### config.mk
export PLATFORM = sky130hd
export DESIGN_NAME = scan_elevator_controller_core
export DESIGN_NICKNAME = d
export VERILOG_FILES = /design/src/hdl/sec_pkg.sv /design/src/hdl/scan_elevator_controller_core.sv /design/src/hdl/sec_cell.sv
export SDC_FILE = /design/constraint.sdc
export NUM_CORES = 1
export LEC_CHECK = 0
export BUFFER_PORTS_ARGS = -buffer_cell sky130_fd_sc_hd__buf_4
export CORE_MARGIN = 3
export CORE_UTILIZATION = 55
export CTS_CLUSTER_SIZE = 8
export DETAILED_ROUTE_END_ITERATION = 6
export GPL_TIMING_DRIVEN = 0
export PLACE_DENSITY = 0.71
export SYNTH_ARGS = -nofsm -noshare
export SYNTH_HDL_FRONTEND = slang
export SYNTH_SLANG_ARGS = --single-unit
### constraint.sdc
create_clock -name clk_i -period 12.76 [get_ports clk_i]
set_input_delay 1.276 -clock clk_i [delete_from_list [all_inputs] [get_ports clk_i]]
set_output_delay 1.276 -clock clk_i [all_outputs]
set_load 0.02 [all_outputs]
### src/hdl/sec_pkg.sv
// Shared definitions for the scan elevator controller.
// Holds the cell command codes and the configuration register indexes.
// No dependencies.
package sec_pkg;

  // Command broadcast to every list cell in a cycle.
  typedef enum logic [2:0] {
    CMD_HOLD   = 3'b001,
    CMD_INSERT = 3'b010,
    CMD_REMOVE = 3'b100
  } cell_cmd_e;

  typedef struct packed {
    cell_cmd_e cmd;
  } cell_ctrl_t;

  // Configuration port layout.
  localparam int unsigned CFG_INDEX_W = 8;
  localparam int unsigned CFG_DATA_W  = 8;

  localparam logic [CFG_INDEX_W-1:0] CFG_START_FLOOR = 8'd0;
  localparam logic [CFG_INDEX_W-1:0] CFG_START_DIR   = 8'd1;

  // Operation codes carried on the input tuser.
  localparam logic OP_ADD  = 1'b0;
  localparam logic OP_STEP = 1'b1;

  // Travel direction codes.
  localparam logic DIR_UP   = 1'b0;
  localparam logic DIR_DOWN = 1'b1;

endpackage

### src/hdl/scan_elevator_controller_core.sv
// Top level of the scan elevator controller: request streams, configuration
// port, car state and the chain of list cells. Depends on sec_pkg, sec_cell.
//
// Usage. Each request on the slave stream is either an add (tuser low),
// which inserts tdata's target floor into the sorted pending list, or a
// step (tuser high), which turns the car at the ends of the pending range,
// moves it one floor and serves a target on the floor it reaches. Every
// request yields exactly one result on the master stream, carrying the car
// floor, heading, pending count and the arrived, no-target and
// add-accepted flags.
// The result is valid in the cycle after acceptance, and one request is taken
// every cycle while the receiver keeps up. The rate is set by the list cells,
// which all compare against the key and shift together as a request is taken.
// The result sits in an output register; a new request is still taken while
// that register is being emptied in the same cycle, and when the receiver
// stalls the slave side stalls with it.
// Reset empties the list and puts the car on floor 0 heading up. A write to
// the start floor or start direction register places the car or sets its
// heading at once; the configuration port is ready whenever no request is
// being offered on the slave stream.
module scan_elevator_controller_core
  import sec_pkg::*;
#(
  parameter int unsigned LIST_DEPTH = 16,
  parameter int unsigned FLOOR_BITS = 6
) (
  input  logic                   clk_i,
  input  logic                   rst_ni,
  // Request stream.
  input  logic                   s_axis_tvalid,
  output logic                   s_axis_tready,
  input  logic [((FLOOR_BITS + 7) / 8) * 8 - 1:0] s_axis_tdata,  // dest_floor, zero fill
  input  logic                   s_axis_tuser,  // operation
  // Result stream.
  output logic                   m_axis_tvalid,
  input  logic                   m_axis_tready,
  output logic [((FLOOR_BITS + $clog2(LIST_DEPTH + 1) + 4 + 7) / 8) * 8 - 1:0] m_axis_tdata,
                                                // floor_now, heading,
                                                // pending_count, arrived,
                                                // no_target, add_accepted,
                                                // zero fill
  // Configuration writes.
  input  logic                   cfg_valid_i,
  output logic                   cfg_ready_o,
  input  logic [CFG_INDEX_W-1:0] cfg_index_i,
  input  logic [CFG_DATA_W-1:0]  cfg_data_i
);

  localparam int unsigned CountW   = $clog2(LIST_DEPTH + 1);
  localparam int unsigned IdxW     = $clog2(LIST_DEPTH);
  localparam int unsigned OutBits  = FLOOR_BITS + CountW + 4;
  localparam int unsigned OutDataW = ((OutBits + 7) / 8) * 8;

  localparam logic [CountW-1:0]     DepthC   = CountW'(LIST_DEPTH);
  localparam logic [FLOOR_BITS-1:0] TopFloor = {FLOOR_BITS{1'b1}};

  // Car state and list fill count.
  logic [FLOOR_BITS-1:0] car_q, car_d;
  logic                  dir_q, dir_d;
  logic [CountW-1:0]     cnt_q, cnt_d;

  // Output register.
  logic                  out_valid_q;
  logic [OutBits-1:0]    out_data_q, out_data_d;

  // Cell chain wiring.
  logic [FLOOR_BITS-1:0] ent   [LIST_DEPTH];
  logic [LIST_DEPTH-1:0] gt_v;
  logic [LIST_DEPTH-1:0] match_v;
  cell_ctrl_t            ctrl;
  logic [FLOOR_BITS-1:0] key;

  logic                  accept;
  logic                  cfg_acc;
  logic                  op;
  logic [FLOOR_BITS-1:0] target;
  logic [CountW-1:0]     cnt_m1;
  logic [FLOOR_BITS-1:0] top_entry;
  logic                  step_dir;
  logic [FLOOR_BITS-1:0] next_floor;
  logic                  match_any;
  logic                  list_empty;
  logic                  add_ok;
  logic                  arrived;
  logic                  no_target;

  assign s_axis_tready = !out_valid_q || m_axis_tready;
  assign accept        = s_axis_tvalid && s_axis_tready;
  assign cfg_ready_o   = !s_axis_tvalid;
  assign cfg_acc       = cfg_valid_i && cfg_ready_o;

  assign op     = s_axis_tuser;
  assign target = s_axis_tdata[FLOOR_BITS-1:0];

  // Highest pending target sits in the last occupied cell.
  assign cnt_m1    = cnt_q - CountW'(1);
  assign top_entry = ent[cnt_m1[IdxW-1:0]];
  assign list_empty = (cnt_q == '0);

  // Direction choice at the ends of the pending range, then one floor of
  // travel, held at the bottom and top floors.
  always_comb begin
    step_dir = dir_q;
    if (car_q >= top_entry) begin
      step_dir = DIR_DOWN;
    end
    if (car_q <= ent[0]) begin
      step_dir = DIR_UP;
    end
    if (step_dir == DIR_UP) begin
      next_floor = (car_q == TopFloor) ? car_q : car_q + FLOOR_BITS'(1);
    end else begin
      next_floor = (car_q == '0) ? car_q : car_q - FLOOR_BITS'(1);
    end
  end

  // The cells compare against the new floor on a step and the target on an add.
  assign key       = (op == OP_STEP) ? next_floor : target;
  assign match_any = |match_v;
  assign add_ok    = !match_any && (cnt_q < DepthC);

  always_comb begin
    ctrl.cmd  = CMD_HOLD;
    car_d     = car_q;
    dir_d     = dir_q;
    cnt_d     = cnt_q;
    arrived   = 1'b0;
    no_target = 1'b0;
    if (accept) begin
      if (op == OP_ADD) begin
        if (add_ok) begin
          ctrl.cmd = CMD_INSERT;
          cnt_d    = cnt_q + CountW'(1);
        end
      end else if (list_empty) begin
        no_target = 1'b1;
      end else begin
        car_d = next_floor;
        dir_d = step_dir;
        if (match_any) begin
          ctrl.cmd = CMD_REMOVE;
          cnt_d    = cnt_q - CountW'(1);
          arrived  = 1'b1;
        end
      end
    end else if (cfg_acc) begin
      // A configuration write is only taken while no request is offered.
      if (cfg_index_i == CFG_START_FLOOR) begin
        car_d = cfg_data_i[FLOOR_BITS-1:0];
      end else if (cfg_index_i == CFG_START_DIR) begin
        dir_d = cfg_data_i[0];
      end
    end
    out_data_d = {(accept && (op == OP_ADD) && add_ok), no_target, arrived,
                  cnt_d, dir_d, car_d};
  end

  genvar gi;
  generate
    for (gi = 0; gi < LIST_DEPTH; gi++) begin : g_cell
      logic [FLOOR_BITS-1:0] left_entry;
      logic                  left_gt;
      logic [FLOOR_BITS-1:0] right_entry;
      if (gi == 0) begin : g_first
        assign left_entry = ent[gi];
        assign left_gt    = 1'b0;
      end else begin : g_inner_left
        assign left_entry = ent[gi-1];
        assign left_gt    = gt_v[gi-1];
      end
      if (gi == LIST_DEPTH - 1) begin : g_last
        assign right_entry = ent[gi];
      end else begin : g_inner_right
        assign right_entry = ent[gi+1];
      end
      sec_cell #(
        .FLOOR_BITS(FLOOR_BITS),
        .COUNT_BITS(CountW),
        .IDX       (gi)
      ) u_cell (
        .clk_i        (clk_i),
        .ctrl_i       (ctrl),
        .key_i        (key),
        .count_i      (cnt_q),
        .left_entry_i (left_entry),
        .left_gt_i    (left_gt),
        .right_entry_i(right_entry),
        .entry_o      (ent[gi]),
        .gt_o         (gt_v[gi]),
        .match_o      (match_v[gi])
      );
    end
  endgenerate

  always_ff @(posedge clk_i or negedge rst_ni) begin
    if (!rst_ni) begin
      car_q       <= '0;
      dir_q       <= DIR_UP;
      cnt_q       <= '0;
      out_valid_q <= 1'b0;
    end else begin
      car_q <= car_d;
      dir_q <= dir_d;
      cnt_q <= cnt_d;
      if (accept) begin
        out_valid_q <= 1'b1;
      end else if (m_axis_tready) begin
        out_valid_q <= 1'b0;
      end
    end
  end

  always_ff @(posedge clk_i) begin
    if (accept) begin
      out_data_q <= out_data_d;
    end
  end

  assign m_axis_tvalid = out_valid_q;
  assign m_axis_tdata  = OutDataW'(out_data_q);

  // The fill count never passes the list depth.
  a_count_bound : assert property (@(posedge clk_i) disable iff (!rst_ni)
    cnt_q <= DepthC)
    else $error("pending count beyond list depth");

  // A successful add grows the list by exactly one entry.
  a_add_grows : assert property (@(posedge clk_i) disable iff (!rst_ni)
    (accept && (op == OP_ADD) && add_ok) |=> (cnt_q == $past(cnt_q) + CountW'(1)))
    else $error("accepted add did not grow the list");

  // At most one of the three result flags is set.
  a_flags_excl : assert property (@(posedge clk_i) disable iff (!rst_ni)
    m_axis_tvalid |-> $onehot0(out_data_q[OutBits-1:OutBits-3]))
    else $error("conflicting result flags");

  // The two lowest pending targets stay strictly ordered.
  a_sorted : assert property (@(posedge clk_i) disable iff (!rst_ni)
    (cnt_q >= CountW'(2)) |-> (ent[0] < ent[1]))
    else $error("target list lost its order");

endmodule

### src/hdl/sec_cell.sv
// One cell of the sorted target list: holds one floor entry and shifts it
// to or from its neighbours on insert and remove. Depends on sec_pkg.
module sec_cell
  import sec_pkg::*;
#(
  parameter int unsigned FLOOR_BITS = 6,
  parameter int unsigned COUNT_BITS = 5,
  parameter int unsigned IDX        = 0
) (
  input  logic                  clk_i,
  input  cell_ctrl_t            ctrl_i,
  input  logic [FLOOR_BITS-1:0] key_i,
  input  logic [COUNT_BITS-1:0] count_i,
  input  logic [FLOOR_BITS-1:0] left_entry_i,
  input  logic                  left_gt_i,
  input  logic [FLOOR_BITS-1:0] right_entry_i,
  output logic [FLOOR_BITS-1:0] entry_o,
  output logic                  gt_o,
  output logic                  match_o
);

  localparam logic [COUNT_BITS-1:0] IdxC = COUNT_BITS'(IDX);

  logic [FLOOR_BITS-1:0] entry_q, entry_d;
  logic                  occ;

  always_comb begin
    occ     = (IdxC < count_i);
    gt_o    = occ && (entry_q > key_i);
    match_o = occ && (entry_q == key_i);
    entry_d = entry_q;
    case (ctrl_i.cmd)
      CMD_INSERT: begin
        // Entries above the new floor move up one place; the first cell past the
        // smaller ones (a free slot if none is larger) takes the new floor.
        if (left_gt_i) begin
          entry_d = left_entry_i;
        end else if (gt_o || (IdxC == count_i)) begin
          entry_d = key_i;
        end
      end
      CMD_REMOVE: begin
        // The served entry and everything above it close up from the right.
        if (gt_o || match_o) begin
          entry_d = right_entry_i;
        end
      end
      default: begin
        entry_d = entry_q;
      end
    endcase
  end

  always_ff @(posedge clk_i) begin
    entry_q <= entry_d;
  end

  assign entry_o = entry_q;

endmodule

* Word-level counts from Yosys, hierarchy flattened
Cells that the tools add are included.
Storage, ports and cells: register bits 124, input port bits 30, output and inout bits 19, logic and storage cells 321
Cells by class: $add $sub $neg 4, magnitude comparators 36, eq/ne operators 65, multiplexer cells 95, bitwise logic cells 2, reductions and logical operators 96
Operators with widths (number):
- $mux W6 | 57
- $pmux W6 S2 | 15
- $eq A6 B6 Y1 | 16
- $gt A6 B6 Y1 | 16
- $reduce_and A3 Y1 | 15
- $eq A4 B5 Y1 const A | 8
- $lt A4 B5 Y1 const A | 8
- $ne A3 B1 Y1 const B | 13
- $logic_and A1 B1 Y1 | 37
- $logic_or A1 B1 Y1 | 32
- $ne A2 B1 Y1 const B | 16
- $mux W5 | 5
- $bmux W6 S4 | 1
- $eq A3 B5 Y1 const A | 4
- $lt A3 B5 Y1 const A | 4
- $reduce_or A16 Y1 | 1
- $mux W1 | 12
- $mux W3 | 4
- $eq A2 B5 Y1 const A | 2
- $lt A1 B5 Y1 const A | 2
- $lt A2 B5 Y1 const A | 2
- $eq A8 B1 Y1 const B | 1
- $logic_not A8 Y1 | 1
- $add A6 B1 Y6 const B | 1
- other kinds (21) | 25

* Logic depth before layout (Yosys ltp)
Gate-level depths: netlist (run 1).
depth in word-level cells 21, depth in mapped cells 33, depth with buffers taken out 22

* Cells and area by module
From an unflattened synthesis (run 1), not the netlist that was laid out.
Second synthesis, totals: cells, all modules 1223, area total of the unflattened synthesis 11579.9 sq um
By module, submodules not included:
- scan_elevator_controller_core | instances 1, cells each 258, area an instance 2746.4 sq um, sequential area each 775.7 sq um
- sec_cell at g_cell[11].u_cell ... | instances 2, cells each 61, area an instance 551.8 sq um, sequential area each 180.2 sq um
- sec_cell at g_cell[10].u_cell | instances 1, cells each 63, area an instance 596.8 sq um, sequential area each 180.2 sq um
- sec_cell at g_cell[5].u_cell | instances 1, cells each 60, area an instance 571.8 sq um, sequential area each 180.2 sq um
- sec_cell at g_cell[12].u_cell | instances 1, cells each 60, area an instance 563.0 sq um, sequential area each 180.2 sq um
- sec_cell at g_cell[6].u_cell | instances 1, cells each 61, area an instance 554.3 sq um, sequential area each 180.2 sq um
- sec_cell at g_cell[9].u_cell | instances 1, cells each 63, area an instance 554.3 sq um, sequential area each 180.2 sq um
- sec_cell at g_cell[2].u_cell | instances 1, cells each 60, area an instance 553.0 sq um, sequential area each 180.2 sq um
- sec_cell at g_cell[4].u_cell | instances 1, cells each 62, area an instance 553.0 sq um, sequential area each 180.2 sq um
- sec_cell at g_cell[8].u_cell | instances 1, cells each 59, area an instance 551.8 sq um, sequential area each 180.2 sq um
- sec_cell at g_cell[1].u_cell | instances 1, cells each 60, area an instance 550.5 sq um, sequential area each 180.2 sq um
- sec_cell at g_cell[14].u_cell | instances 1, cells each 60, area an instance 549.3 sq um, sequential area each 180.2 sq um
- sec_cell at g_cell[7].u_cell | instances 1, cells each 60, area an instance 545.5 sq um, sequential area each 180.2 sq um
- sec_cell at g_cell[15].u_cell | instances 1, cells each 60, area an instance 535.5 sq um, sequential area each 180.2 sq um
- 2 more rows

* Worst setup path before layout (run 1)
OpenSTA, ideal clock, no wires.
kind register to register, start register cnt_q[0], end register g_cell[12].u_cell.entry_q[0] (enable), setup time 0.381 ns, arrival time 7.680 ns, setup slack 4.699 ns, cell stages (with the launch flop) 33, buffers on the path 10, period minus slack after synthesis 8.061 ns, cell sequence dfrtp_1 clkbuf_1 buf_2 buf_2 inv_1 ha_1 buf_1 clkbuf_1 mux4_2 mux4_2 inv_1 ha_1 a21o_1 a211o_1 a41o_1 buf_2 and3_1 o21a_1 o31ai_4 buf_6 inv_1 ha_1 and4_1 and3_1 a311oi_1 o32ai_1 nand4bb_1 buf_2 and2_1 buf_6 buf_6 and3_1 a311oi_1
Between the ends: cells in the longest elaborated chain, start to end 21
RTL lines:
- from (decl) | RTL line scan_elevator_controller_core.sv:60 | logic [CountW-1:0] cnt_q, cnt_d;
- from (signal assigned) | RTL line scan_elevator_controller_core.sv:204 | cnt_q <= cnt_d;
- $sub A5 B1 Y5
- $not A4 Y5 (implied by the code) | RTL line scan_elevator_controller_core.sv:97 | assign top_entry = ent[cnt_m1[IdxW-1:0]];
- $bmux W6 S4 | RTL line scan_elevator_controller_core.sv:97
- $mux W6 (implied by the code) (2 in a row) | RTL line scan_elevator_controller_core.sv:97
- $ge A6 B6 Y1 | RTL line scan_elevator_controller_core.sv:104 | if (car_q >= top_entry) begin
- $mux W1 | RTL line scan_elevator_controller_core.sv:104
- $mux W1 | RTL line scan_elevator_controller_core.sv:107 | if (car_q <= ent[0]) begin
- $mux W6 | RTL line scan_elevator_controller_core.sv:110 | if (step_dir == DIR_UP) begin
- (+4 left out)
- $logic_not A1 Y1 | RTL line scan_elevator_controller_core.sv:120 | assign add_ok = !match_any && (cnt_q < DepthC);
- $logic_and A1 B1 Y1 | RTL line scan_elevator_controller_core.sv:120
- $mux W2 | RTL line scan_elevator_controller_core.sv:131 | if (add_ok) begin
- $mux W3 | RTL line scan_elevator_controller_core.sv:130 | if (op == OP_ADD) begin
- $mux W3 | RTL line scan_elevator_controller_core.sv:129 | if (accept) begin
- $eq A3 B2 Y1 / $eq A3 B3 Y1 (equally long branches) | RTL line sec_cell.sv:32 | case (ctrl_i.cmd)
- $ne A3 B1 Y1 (no line) (tied with other cells)
- $reduce_and A3 Y1 (no line) (*)
- to (signal assigned) | RTL line sec_cell.sv:55 | entry_q <= entry_d;
- to (decl) | RTL line sec_cell.sv:24 | logic [FLOOR_BITS-1:0] entry_q, entry_d;
Mark *: on every way between the ends. The rest lies on a longest branch, timed or not. The select of a mux whose other input is x is not followed. A chain may end at the register's enable or synchronous reset.

* Worst setup path in the final report (run 1)
start register cnt_q[0], end register g_cell[6].u_cell.entry_q[4] (enable)
Between the ends: cells in the longest elaborated chain, start to end 21
RTL lines (RTL line):
- $sub A5 B1 Y5
- $not A4 Y5 (implied by the code) | scan_elevator_controller_core.sv:97
- $bmux W6 S4 | scan_elevator_controller_core.sv:97
- $mux W6 (implied by the code) (2 in a row) | scan_elevator_controller_core.sv:97
- $ge A6 B6 Y1 | scan_elevator_controller_core.sv:104
- $mux W1 | scan_elevator_controller_core.sv:104
- $mux W1 | scan_elevator_controller_core.sv:107
- $mux W6 | scan_elevator_controller_core.sv:110
- (+4 left out)
- $logic_not A1 Y1 | scan_elevator_controller_core.sv:120
- $logic_and A1 B1 Y1 | scan_elevator_controller_core.sv:120
- $mux W2 | scan_elevator_controller_core.sv:131
- $mux W3 | scan_elevator_controller_core.sv:130
- $mux W3 | scan_elevator_controller_core.sv:129
- $eq A3 B2 Y1 / $eq A3 B3 Y1 (equally long branches) | sec_cell.sv:32
- $ne A3 B1 Y1 (no line) (tied with other cells)
- $reduce_and A3 Y1 (no line) (*)
- to (signal assigned) | sec_cell.sv:55
- to (decl) | sec_cell.sv:24
Marks and branches as above.

==> impl_metrics.py, run 1 <==
metrics = {
    "status": {
        "status": "complete, no violations",
    },
    "clocking": {
        "cts_buffers": 17,
        "clockBufferDepth": 2,
        "clockRootBuffer": "clkbuf_16",
        "postCtsHoldBufs": 0,
        "insertion_delay_ns": 0.43,
        "path_clk_slew_ns": 0.05,
        "cts_setup_buffers": 0,
        "cts.htree.levels": 4,
        "cts.sinks": 124,
        "cts_resized": 0,
        "cts_tree": "built",
    },
    "critical_path": {
        "crit_path_start_kind": "register",
        "max_stage_delay_ns": 0.95,
        "cp.arrival_ns": 11.24,
        "cp_max_fo": 17,
        "cpMaxStageDelayCell": "a311oi_1",
        "cp.required_ns": 12.80,
        "worst_path_most_repeated_cell": "buf_2",
        "crit_type": "register to register",
        "cp-end-kind": "register",
    },
    "die": {
        "pin_count": 49,
        "initial_core_util": 0.563,
        "dieArea_um2": 20900,
        "fp.dieH_um": 145,
        "core_um2": 18800,
        "rows": 50,
        "fp.dieW_um": 145,
    },
    "power": {
        "intPower_uw": 1760,
        "ir_worst_vdd_v": 0.000142,
        "swShare": 0.475,
        "p_switching_uw": 1590,
        "leakage_uw": 0.00480,
        "power.share.clock": 0.132,
        "combPwrFrac": 0.630,
        "power_density_nw_per_um2": 287,
        "power_frac_seq": 0.238,
    },
    "drt": {
        "dr.pass1.iters": 6,
        "wl_per_cell_um": 24.8,
        "wirelength_mm": 34.9,
        "route.vias.total": 9479,
        "drtAntennaViolNets": 0,
        "viasPerCell": 6.74,
        "drc_errors": 0,
        "dr.first_iter.drc_count": 1061,
    },
    "place": {
        "dp_hpwl_mm": 25.9,
        "dpl_cell_area_um2": 11200,
        "place_congestion": 1.02,
        "io_buffers": 43,
        "place_ws_ns": 1.89,
    },
    "synthesis": {
        "synth-edff-count": 111,
        "synth_warnings": 0,
        "ys_seq_elements": 124,
        "synth_top_area_share": 0.316,
        "ys_seq_area_frac": 0.346,
        "synth-async-reset-ratio": 0.105,
        "synth.avg_cell_area_um2": 9.61,
        "synth_top_cell_by_area": "edfxtp_1",
        "yosysUniqueCellTypes": 82,
        "synth_ff_type": "edfxtp_1",
        "synth_area_leaders": "edfxtp_1 32%, ha_1 14%, mux4_2 6.4%, mux2i_1 6.2%, nand2_1 4.8%",
        "synth_area_um2": 10600,
        "netlist_instances": 1099,
        "synth_nets": 1245,
    },
    "sta": {
        "worst_pin_slew_ns": 1.23,
        "min_period_ns": 11.19,
        "layout_setup_ws_ns": 1.57,
        "setup_tns_ns": 0,
        "slew_headroom": 0.174,
        "drv_slew": 0,
        "finClkSkew_ns": 0.00932,
        "hold_violations": 0,
        "setup_viol": 0,
        "post-route-period-util": 0.877,
        "fmax_ghz": 0.0894,
        "rsz0062_at_grt": "false",
    },
    "layout": {
        "n_antenna_cell": 0,
        "drive_above_1_share": 0.142,
        "finalInstanceArea_um2": 11700,
        "area_growth_pct": 10.8,
        "final_nets": 1307,
        "fillers": 1569,
    },
    "run": {
        "cap_violations": 0,
    },
    "global_route": {
        "grt_pass1_vias": 9083,
        "grt_overflow": 0,
        "antenna_found_initial": 0,
        "grt_pass1_wl_mm": 53.0,
        "grt.total_usage": 0.339,
        "grt_max_degree": 26,
    },
    "worst_hold_path": {
        "hold_path.class": "register to register",
    },
}
==> layout make-up <==
cell class / instances / area, um^2 / area share
Timing Repair Buffer: 43 / 323 / 0.0276
Inverter: 53 / 199 / 0.0170
Tap cell: 234 / 293 / 0.0250
Clock buffer: 19 / 433 / 0.0370
Buffer: 59 / 322 / 0.0275
Clock inverter: 12 / 81.3 / 0.00695
Sequential cell: 124 / 3660 / 0.313
Multi-Input combinational cell: 863 / 6390 / 0.546
==> sequential cells by signal, summed over array words and instances, names as in the netlist <==
signal and flops:
out_data_q 15, car_q 6, m_axis_tvalid 1, cnt_q 5, dir_q 1, g_cell.u_cell.entry_o 96
==> power by group through the flow <==
| stage | registers [uW] | clock network, uW | logic [uW] |
|---|---|---|---|
| 2_1_floorplan | 751 | 0 | 1490 |
| 3_3_place_gp | 798 | 0 | 2000 |
| 3_5_place_dp | 796 | 0 | 2060 |
| 4_1_cts | 790 | 442 | 2070 |
| 5_1_grt | 808 | 459 | 2310 |
| 6_report | 799 | 442 | 2120 |
==> worst max-delay path: cells and delay by family (launching register included) <==
kind	cells	cell delay (ns)
multiplexers	2	0.99
buffers and inverters	11	3.79
AND/OR/NAND/NOR	6	1.41
AO/OA/AOI/OAI	8	3.13
adder cells (fa/ha/maj)	3	1.02
flip-flops	1	0.38
==> routing by layer <==
metal  track usage  vias to the layer above  share of wire
met5             0                        -              0
met3        0.0754                      104           0.10
met1         0.460                     4589           0.41
li1              -                     4254              -
met2         0.523                      532           0.44
met4         0.149                        0          0.043
==> stage by stage <==
step                      utilization  instances  power, uW  hold slack (ns)
after floorplan                     -       1099       2240            0.547
after global placement          0.595       1376       2800            0.546
after detailed placement        0.596       1376       2850            0.538
after CTS                       0.623       1407       3300            0.550
after global routing            0.623       1407       3570            0.629
final                           0.623       1407       3360            0.546
==> cell usage after synthesis, types with 12 or more instances <==
master and n:
nor2_1 76, clkbuf_1 17, inv_1 53, nand2_1 135, mux4_2 30, dfrtp_1 13, edfxtp_1 111, o21ai_0 100
ha_1 116, o21ai_1 21, a21oi_1 80, buf_2 28, nor2b_1 21, mux2i_1 65, nand4_1 15, a22oi_1 12
nand3_1 15
==> worst paths after layout <==
kind | from | endpoint | slack (ns) | depth (start not counted)
max in group asynchronous | rst_ni | cnt_q[0] | 11.90 | 1
min in group asynchronous | rst_ni | car_q[0] | 0.68 | 1
worst max register to register | cnt_q[0] | g_cell[6].u_cell.entry_o[4] | 1.57 | 30
worst max-delay path | cnt_q[0] | g_cell[6].u_cell.entry_o[4] | 1.57 | 30
worst min register to register | m_axis_tvalid | m_axis_tvalid | 0.55 | 2
worst min-delay path | m_axis_tvalid | m_axis_tvalid | 0.55 | 2
==> cell usage in the layout (no fill, tap or decap), types with 5 or more instances in the layout <==
cell type / synthesis / layout
nand2_1: 135 / 135
ha_1: 116 / 116
edfxtp_1: 111 / 111
o21ai_0: 100 / 100
a21oi_1: 80 / 80
nor2_1: 76 / 76
mux2i_1: 65 / 65
inv_1: 53 / 53
buf_4: 5 / 48
mux4_2: 30 / 30
buf_2: 28 / 28
nor2b_1: 21 / 21
o21ai_1: 21 / 21
clkbuf_1: 17 / 19
clkbuf_16: 0 / 17
nand3_1: 15 / 15
nand4_1: 15 / 15
dfrtp_1: 13 / 13
a22oi_1: 12 / 12
o21a_1: 11 / 11
and3_1: 10 / 10
nor3_1: 10 / 10
a21o_1: 9 / 9
nand2b_1: 9 / 9
a211oi_1: 8 / 8
or3_1: 8 / 8
a311oi_1: 8 / 8
o31ai_1: 7 / 7
and2_1: 6 / 6
nor4_1: 5 / 5
mux2_2: 5 / 5
clkinv_1: 0 / 5
clkinv_2: 0 / 5
==> cell families (layout without fill, tap and decap cells) <==
kind of cell    count (synthesis)  after routing  synth area share
xor+xnor                        3              3           0.00249
other cells                     1              1          0.000355
fa+ha+maj                     117            117             0.138
simple gates                  339            339             0.154
compound gates                302            302             0.176
mux                           101            101             0.132
flops                         124            124             0.346
buf+inv                       112            186            0.0493
No activity file was read; power rests on OpenSTA's default activity.
==> inputs of run 2 (changes only) <==
--- a/config.mk
+++ b/config.mk
@@ -6,12 +6,14 @@
 export NUM_CORES = 1
 export LEC_CHECK = 0
 export BUFFER_PORTS_ARGS = -buffer_cell sky130_fd_sc_hd__buf_4
+export CELL_PAD_IN_SITES_DETAIL_PLACEMENT = 0
+export CELL_PAD_IN_SITES_GLOBAL_PLACEMENT = 1
 export CORE_MARGIN = 3
-export CORE_UTILIZATION = 55
+export CORE_UTILIZATION = 54
 export CTS_CLUSTER_SIZE = 8
 export DETAILED_ROUTE_END_ITERATION = 6
 export GPL_TIMING_DRIVEN = 0
-export PLACE_DENSITY = 0.71
+export PLACE_DENSITY = 0.86
 export SYNTH_ARGS = -nofsm -noshare
 export SYNTH_HDL_FRONTEND = slang
 export SYNTH_SLANG_ARGS = --single-unit
==> run 2 against run 1 <==
Effect of this change:
- final cell count increased by 2.0%
- first-iteration DRC count increased by 15%
- critical path depth unchanged
- fmax decreased by 0.68%
- sequential share of layout area decreased by 0.44 points
- clock skew increased by 0.00074 ns
- largest cell class unchanged
- highest routed layer unchanged
==> impl_metrics.py, run 2 (synthesis results as in run 1) <==
metrics = {
    "layout": {
        "final_nets": 1307,
        "area_growth_pct": 12.4,
        "seqCellArea_um2": 3660,
        "drive_above_1_share": 0.147,
        "final_common_cell": "nand2_1",
        "largest_reg_flops": 96,
        "fillers": 1654,
        "finalInstanceArea_um2": 11900,
        "multi_input_area_um2": 6390,
        "layout_common_cells": "135 x nand2_1, 116 x ha_1, 111 x edfxtp_1",
    },
    "die": {
        "initial_core_util": 0.557,
        "rows": 50,
        "pin_count": 49,
        "core_um2": 19000,
        "fp.dieW_um": 146,
        "fp.dieH_um": 146,
        "dieArea_um2": 21300,
    },
    "critical_path": {
        "max_stage_delay_ns": 0.95,
        "crit_path_start_kind": "register",
        "cp.required_ns": 12.80,
        "cp.arrival_ns": 11.31,
        "cp_max_fo": 17,
        "cp-end-kind": "register",
        "worst_path_most_repeated_cell": "buf_2",
        "cpMaxStageDelayCell": "a311oi_1",
        "crit_type": "register to register",
    },
    "drt": {
        "drc_errors": 0,
        "dr.pass1.iters": 6,
        "route.vias.total": 9452,
        "drtAntennaViolNets": 0,
        "wirelength_mm": 36.0,
        "wl_per_cell_um": 25.1,
        "dr.first_iter.drc_count": 1221,
        "viasPerCell": 6.59,
    },
    "global_route": {
        "grt_max_degree": 26,
        "antenna_found_initial": 0,
        "grt_pass1_wl_mm": 54.9,
        "grt_pass1_vias": 9137,
        "grt.total_usage": 0.337,
        "grt_overflow": 0,
    },
    "sta": {
        "setup_viol": 0,
        "rsz0062_at_grt": "false",
        "drv_slew": 0,
        "fmax_ghz": 0.0887,
        "post-route-period-util": 0.883,
        "worst_pin_slew_ns": 1.23,
        "setup_tns_ns": 0,
        "finClkSkew_ns": 0.0101,
        "hold_violations": 0,
        "slew_headroom": 0.178,
        "min_period_ns": 11.27,
    },
    "clocking": {
        "cts_tree": "built",
        "clockRootBuffer": "clkbuf_16",
        "cts_resized": 0,
        "clockBufferDepth": 2,
        "cts.htree.levels": 4,
        "cts_setup_buffers": 0,
        "cts.sinks": 124,
        "postCtsHoldBufs": 0,
        "cts_buffers": 17,
        "path_clk_slew_ns": 0.06,
        "insertion_delay_ns": 0.43,
    },
    "place": {
        "io_buffers": 43,
        "place_congestion": 1.06,
        "dp_hpwl_mm": 26.2,
        "dpl_cell_area_um2": 11200,
    },
    "run": {
        "cap_violations": 0,
    },
    "power": {
        "ir_worst_vdd_v": 0.000162,
        "power.total_uw": 3480,
        "leakage_uw": 0.00486,
        "power_density_nw_per_um2": 293,
    },
    "status": {
        "status": "complete, no violations",
    },
    "worst_hold_path": {
        "hold_path.class": "register to register",
    },
}
==> run 2: cell count changes in the layout (fill, tap and decap cells not counted) <==
cell        change
bufinv_16       +4
clkbuf_1        -2
clkinv_1        -4
clkinv_2        -3
clkinv_4        +3
clkinvlp_4      +2
diode_2         +1
inv_6           +1
==> run 2: final cells by class <==
cell class	count	share of cell area
plain buffers	59	0.0271
diodes	1	0.000211
inverters	53	0.0168
multi-input cells	863	0.538
flip-flops and latches	124	0.308
clock inverters	15	0.0187
clock buffers	17	0.0359
repair buffers	43	0.0272
well taps	260	0.0274
==> run 2: per-stage QoR <==
| step | std cells | hold WS (ns) | setup slack, ns | util |
|---|---|---|---|---|
| 2_1_floorplan | 1099 | 0.547 | 4.70 | - |
| 3_3_place_gp | 1402 | 0.523 | 1.83 | 0.591 |
| 3_5_place_dp | 1402 | 0.534 | 1.79 | 0.592 |
| 4_1_cts | 1434 | 0.549 | 1.77 | 0.626 |
| 5_1_grt | 1434 | 0.630 | 1.16 | 0.626 |
| 6_report | 1435 | 0.551 | 1.49 | 0.626 |
==> run 2: worst paths after layout <==
| check | depth (start not counted) | startpoint | endpoint | slack [ns] |
|---|---|---|---|---|
| setup / recovery | 30 | cnt_q[0] | g_cell[13].u_cell.entry_o[1] | 1.49 |
| hold / removal | 2 | m_axis_tvalid | m_axis_tvalid | 0.55 |
| setup reg to reg | 30 | cnt_q[0] | g_cell[13].u_cell.entry_o[1] | 1.49 |
| hold reg to reg | 2 | m_axis_tvalid | m_axis_tvalid | 0.55 |
| max in group asynchronous | 1 | rst_ni | car_q[3] | 11.89 |
| min in group asynchronous | 1 | rst_ni | m_axis_tvalid | 0.69 |
==> run 2: routing by layer <==
layer / wire length, um / up-vias / track usage
met5: 0 / - / 0
met4: 1430 / 0 / 0.130
met3: 3600 / 111 / 0.0536
met2: 15700 / 594 / 0.513
met1: 15300 / 4491 / 0.485
li1: - / 4256 / -
==> run 2: report_power, final <==
| group | internal (uW) | leakage (uW) | switching [uW] | total (uW) |
|---|---|---|---|---|
| logic | 841 | 0.00336 | 1290 | 2130 |
| clock network | 346 | 0.000307 | 196 | 542 |
| registers | 660 | 0.00119 | 145 | 805 |
| total | 1850 | 0.00486 | 1630 | 3480 |
==> run 2: critical path, delay by kind of cell (launching register included) <==
kind / cells / cell delay [ns]
flip-flops: 1 / 0.37
multiplexers: 2 / 1.00
AND/OR/NAND/NOR: 6 / 1.42
adder cells (fa/ha/maj): 3 / 1.05
buffers and inverters: 11 / 3.87
AO/OA/AOI/OAI: 8 / 3.08
